===== src/hw/rtl/vndi_pkg.sv =====
// vndi_pkg: shared constants and types for the vertex/normal dedup indexer
// used by vndi_cell and vertex_normal_dedup_indexer_unit, no dependencies
`default_nettype none

package vndi_pkg;

   localparam int DEFAULT_TABLE_DEPTH = 256;
   localparam int WORD_W              = 32;
   localparam int TRIPLE_W            = 3 * WORD_W;
   localparam int INDEX_OUT_W         = 8;

   typedef logic [WORD_W-1:0]   word_type;
   typedef logic [TRIPLE_W-1:0] triple_type;

   typedef enum logic [2:0] {
      ST_IDLE   = 3'b001,
      ST_SEARCH = 3'b010,
      ST_DECIDE = 3'b100
   } state_type;

endpackage : vndi_pkg

`default_nettype wire


===== src/hw/rtl/vndi_cell.sv =====
// vndi_cell: one table entry (vertex and normal) with its match logic and a
// registered stage of the highest-match chain; depends on vndi_pkg
`default_nettype none

module vndi_cell #(
   parameter int TABLE_DEPTH = vndi_pkg::DEFAULT_TABLE_DEPTH,
   parameter int CELL_INDEX  = 0,
   localparam int IDX_W = (TABLE_DEPTH > 1) ? $clog2(TABLE_DEPTH) : 1,
   localparam int CNT_W = $clog2(TABLE_DEPTH + 1)
) (
   input  wire                        clock,
   input  wire vndi_pkg::triple_type  vert_key,
   input  wire vndi_pkg::triple_type  norm_key,
   input  wire  [CNT_W-1:0]           count,
   input  wire                        wr_en,
   input  wire  [IDX_W-1:0]           wr_index,
   input  wire                        vfound_in,
   input  wire  [IDX_W-1:0]           vidx_in,
   input  wire                        nfound_in,
   input  wire  [IDX_W-1:0]           nidx_in,
   output logic                       vfound_out,
   output logic [IDX_W-1:0]           vidx_out,
   output logic                       nfound_out,
   output logic [IDX_W-1:0]           nidx_out
);
   import vndi_pkg::*;

   localparam logic [IDX_W-1:0] CELL_SEL = IDX_W'(CELL_INDEX);
   localparam logic [CNT_W-1:0] CELL_POS = CNT_W'(CELL_INDEX);

   triple_type       vert_ff;
   triple_type       norm_ff;
   logic             vfound_ff;
   logic [IDX_W-1:0] vidx_ff;
   logic             nfound_ff;
   logic [IDX_W-1:0] nidx_ff;

   logic             occupied;
   logic             vmatch;
   logic             nmatch;
   logic             vfound_in_w;
   logic [IDX_W-1:0] vidx_in_w;
   logic             nfound_in_w;
   logic [IDX_W-1:0] nidx_in_w;

   assign occupied = (CELL_POS < count);
   assign vmatch   = occupied && (vert_ff == vert_key);
   assign nmatch   = occupied && (norm_ff == norm_key);

   // a higher cell overrides whatever came from below
   assign vfound_in_w = vmatch | vfound_in;
   assign vidx_in_w   = vmatch ? CELL_SEL : vidx_in;
   assign nfound_in_w = nmatch | nfound_in;
   assign nidx_in_w   = nmatch ? CELL_SEL : nidx_in;

   always_ff @(posedge clock) begin
      if (wr_en && (wr_index == CELL_SEL)) begin
         vert_ff <= vert_key;
         norm_ff <= norm_key;
      end
      vfound_ff <= vfound_in_w;
      vidx_ff   <= vidx_in_w;
      nfound_ff <= nfound_in_w;
      nidx_ff   <= nidx_in_w;
   end

   assign vfound_out = vfound_ff;
   assign vidx_out   = vidx_ff;
   assign nfound_out = nfound_ff;
   assign nidx_out   = nidx_ff;

endmodule : vndi_cell

`default_nettype wire

===== config.mk =====
export PLATFORM = sky130hd
export DESIGN_NAME = vndi_cell
export DESIGN_NICKNAME = d
export VERILOG_FILES = /design/src/hw/rtl/vndi_pkg.sv /design/src/hw/rtl/vndi_cell.sv
export SDC_FILE = /design/constraint.sdc
export NUM_CORES = 1
export LEC_CHECK = 0
export BUFFER_PORTS_ARGS = -buffer_cell sky130_fd_sc_hd__buf_2
export CORE_UTILIZATION = 40
export DETAILED_ROUTE_END_ITERATION = 8
export GPL_ROUTABILITY_DRIVEN = 0
export GPL_TIMING_DRIVEN = 1
export PLACE_DENSITY = 0.76
export RECOVER_POWER = 50
export SETUP_SLACK_MARGIN = 0.1
export SLEW_MARGIN = 20
export SYNTH_ARGS = -nofsm -noshare
export SYNTH_HDL_FRONTEND = slang
export SYNTH_SLANG_ARGS = --single-unit

===== constraint.sdc =====
create_clock -name clock -period 36.4 [get_ports clock]
set_clock_uncertainty 0.2 [all_clocks]
set_input_delay 7.28 -clock clock [delete_from_list [all_inputs] [get_ports clock]]
set_output_delay 7.28 -clock clock [all_outputs]
set_load 0.1 [all_outputs]

==> results.json <==
{
  "cp.arrival_ns": 10.21,
  "clk_transition_reported_paths_ns": 0.06,
  "antenna_left": 0,
  "timing.fmax_mhz": 97.0,
  "drv_slew": 33,
  "whs_ns": 0.702,
  "overflow": 0,
  "crit_top_cell": "nor4_1",
  "num_rows": 52,
  "fin_crit_ns": 10.31,
  "crit_path_end_kind": "flop",
  "fin_nets": 995,
  "syn-cell-area_sq_mm": 0.00843,
  "cts_max_level": 1,
  "maxCapViolCount": 1,
  "relSlewSlack": -0.0940,
  "die_y_um": 147,
  "tightest_slew_ns": 1.64,
  "drc_errors": 0,
  "cp_max_fo": 73,
  "holdCritPathClass": "reg -> reg",
  "cts-root-buf": "clkbuf_16",
  "cts_setup_buffers": 0,
  "grt_pass1_wl_um": 24100,
  "cts_tree": "built",
  "insertion_delay_ns": 0.48,
  "numCtsBuffers": 21,
  "cpMaxStageDelayCell": "clkbuf_1",
  "antenna_found_initial": 0,
  "die_area_sq_mm": 0.0216,
  "total_power_uw": 493,
  "status": "complete, but fails checks",
  "via_per_inst": 4.65,
  "p_per_area_mw_per_mm2": 47.5,
  "area_growth_syn_to_layout_pct": 23.4,
  "grt_start_max_net_pins": 79,
  "fin_ws_ns": 26.09,
  "core-area_sq_mm": 0.0204,
  "grt_pass1_vias": 5069,
  "yosysTopAreaCell": "edfxtp_1",
  "drive_gt1_frac": 0.109,
  "drt_wl_total_um": 15400,
  "cts_buffer_depth": 3,
  "vias": 4875,
  "crit_path_max_incr_delay_ns": 1.23,
  "path_cells": "buf_2 > nor4_1 > nand3b_1 > nor4_1 > clkbuf_1 > buf_4",
  "setup_viol": 0,
  "antenna_cells": 0,
  "cp-start-kind": "input pin",
  "hpwl_um": 11600,
  "syn_nets": 722,
  "ctsResizeCount": 0,
  "netlist.area_leader.share": 0.684,
  "cts_sinks": 210,
  "die_w_um": 147,
  "crit_type": "in -> reg",
  "synth_cell_types": 14,
  "dp_worst_setup_slack_ns": 26.59,
  "violations": "max-capacitance violations, max-slew violations",
  "syn_avg_cell_area_sq_um": 17.1,
  "synthCells": 493,
  "drt-initial-drc-count": 161,
  "drt-wirelength-per-cell_um": 14.7,
  "io_pins": 247,
  "peakVddDrop_mv": 0.0357,
  "synthTopCellsByArea": "edfxtp_1, xor2_1, dfxtp_1, nor4_1, a21boi_0",
  "finalSetupTns_ns": 0,
  "leakagePower_nw": 3.57,
  "start_util": 0.412,
  "drt_pre_antenna_iters": 4,
  "yosysSeqAreaShare": 0.727,
  "hold_violations": 0,
  "fillers": 1781,
  "ys_warn_count": 0,
  "required_ns": 36.30,
  "rsz0062_at_grt": "false",
  "hold_buffers": 0,
  "postSynthRegisterBits": 210,
  "track_usage": 0.140,
  "portBuffers": 246,
  "fin_crit_sh": 0.283
}
-- routing by layer --
metal | part of all wire | track usage | vias to the layer above | wire (um)
li1 | - | - | 2389 | -
met1 | 0.44 | 0.178 | 2290 | 6760
met2 | 0.48 | 0.240 | 176 | 7380
met3 | 0.066 | 0.0292 | 20 | 1010
met4 | 0.016 | 0.0387 | 0 | 240
met5 | 0 | 0 | - | 0
-- cells in the final DEF (no fill, tap or decap) --
master and count:
nand2_1 2, nor4_4 2, clkinv_2 2, edfxtp_1 192, a21o_1 2, nand3_1 3, nor3_2 2, nand4_1 10
clkinv_1 2, nor2_1 1, a21boi_0 16, clkbuf_1 203, dfxtp_1 18, clkbuf_16 21, xor2_1 192, bufinv_16 1
nand3b_1 1, nor4_1 51, buf_4 2, clkbuf_8 1, nor3_1 1, buf_2 54
-- registers in the layout, indices dropped and copies added (netlist names) --
register    cells
nfound_out      1
nidx_out        8
norm_ff        96
vert_ff        96
vfound_out      1
vidx_out        8
-- area by class of cell --
class | count | area, sq um | share of cell area
clock buffers | 31 | 573 | 0.0551
well taps | 270 | 338 | 0.0325
flip-flops and latches | 210 | 6130 | 0.589
multi-input cells | 283 | 2300 | 0.221
clock inverters | 5 | 47.5 | 0.00457
repair buffers | 250 | 1010 | 0.0975
-- cells in the mapped netlist (all sizes together) --
cell / instances
a21boi: 16
a21o: 2
dfxtp: 18
edfxtp: 192
nand2: 2
nand3: 3
nand3b: 1
nand4: 10
nor2: 1
nor3: 3
nor4: 53
xor2: 192
-- final timing paths --
kind,startpoint,endpoint,slack [ns],depth (start not counted)
worst max-delay path,wr_index[1],vert_ff[3]$_DFFE_PP_,26.09,6
worst min-delay path,vert_ff[37]$_DFFE_PP_,vidx_out[0]$_SDFF_PP0_,0.70,5
worst max register to register,norm_ff[87]$_DFFE_PP_,nidx_out[1]$_SDFF_PP0_,34.04,5
worst min register to register,vert_ff[37]$_DFFE_PP_,vidx_out[0]$_SDFF_PP0_,0.70,5
-- worst max-delay path, delay by kind of cell --
kind / cells / cell delay (ns)
buffers and inverters: 3 / 2.20
and+or+nand+nor: 3 / 0.65
-- power breakdown --
group	leakage (nW)	switching [mW]	internal (mW)	total, mW
clock	0.302	0.0802	0.115	0.196
sequential	1.88	0.000415	0.264	0.265
combinational	1.39	0.0208	0.0123	0.0331
total	3.57	0.101	0.392	0.493
-- per-stage QoR --
step / cells / cell area (sq um) / util
after CTS: 1049 / 10700 / 0.521
after floorplan: 493 / 8430 / -
final: 1049 / 10400 / 0.509
after global routing: 1049 / 10400 / 0.509
after global placement: 1013 / 10000 / 0.491
after detailed placement: 1013 / 10000 / 0.491
-- cells by family (layout without fill, tap and decap cells) --
| group | count (synthesis) | after routing | share of synthesized area |
|---|---|---|---|
| AO/OA/AOI/OAI | 18 | 18 | 0.0160 |
| flip-flops | 210 | 210 | 0.727 |
| AND/OR/NAND/NOR | 73 | 73 | 0.0573 |
| XOR/XNOR | 192 | 192 | 0.200 |
| buffers and inverters | 0 | 286 | 0 |
Note: power is estimated with default switching activity, not from simulation.
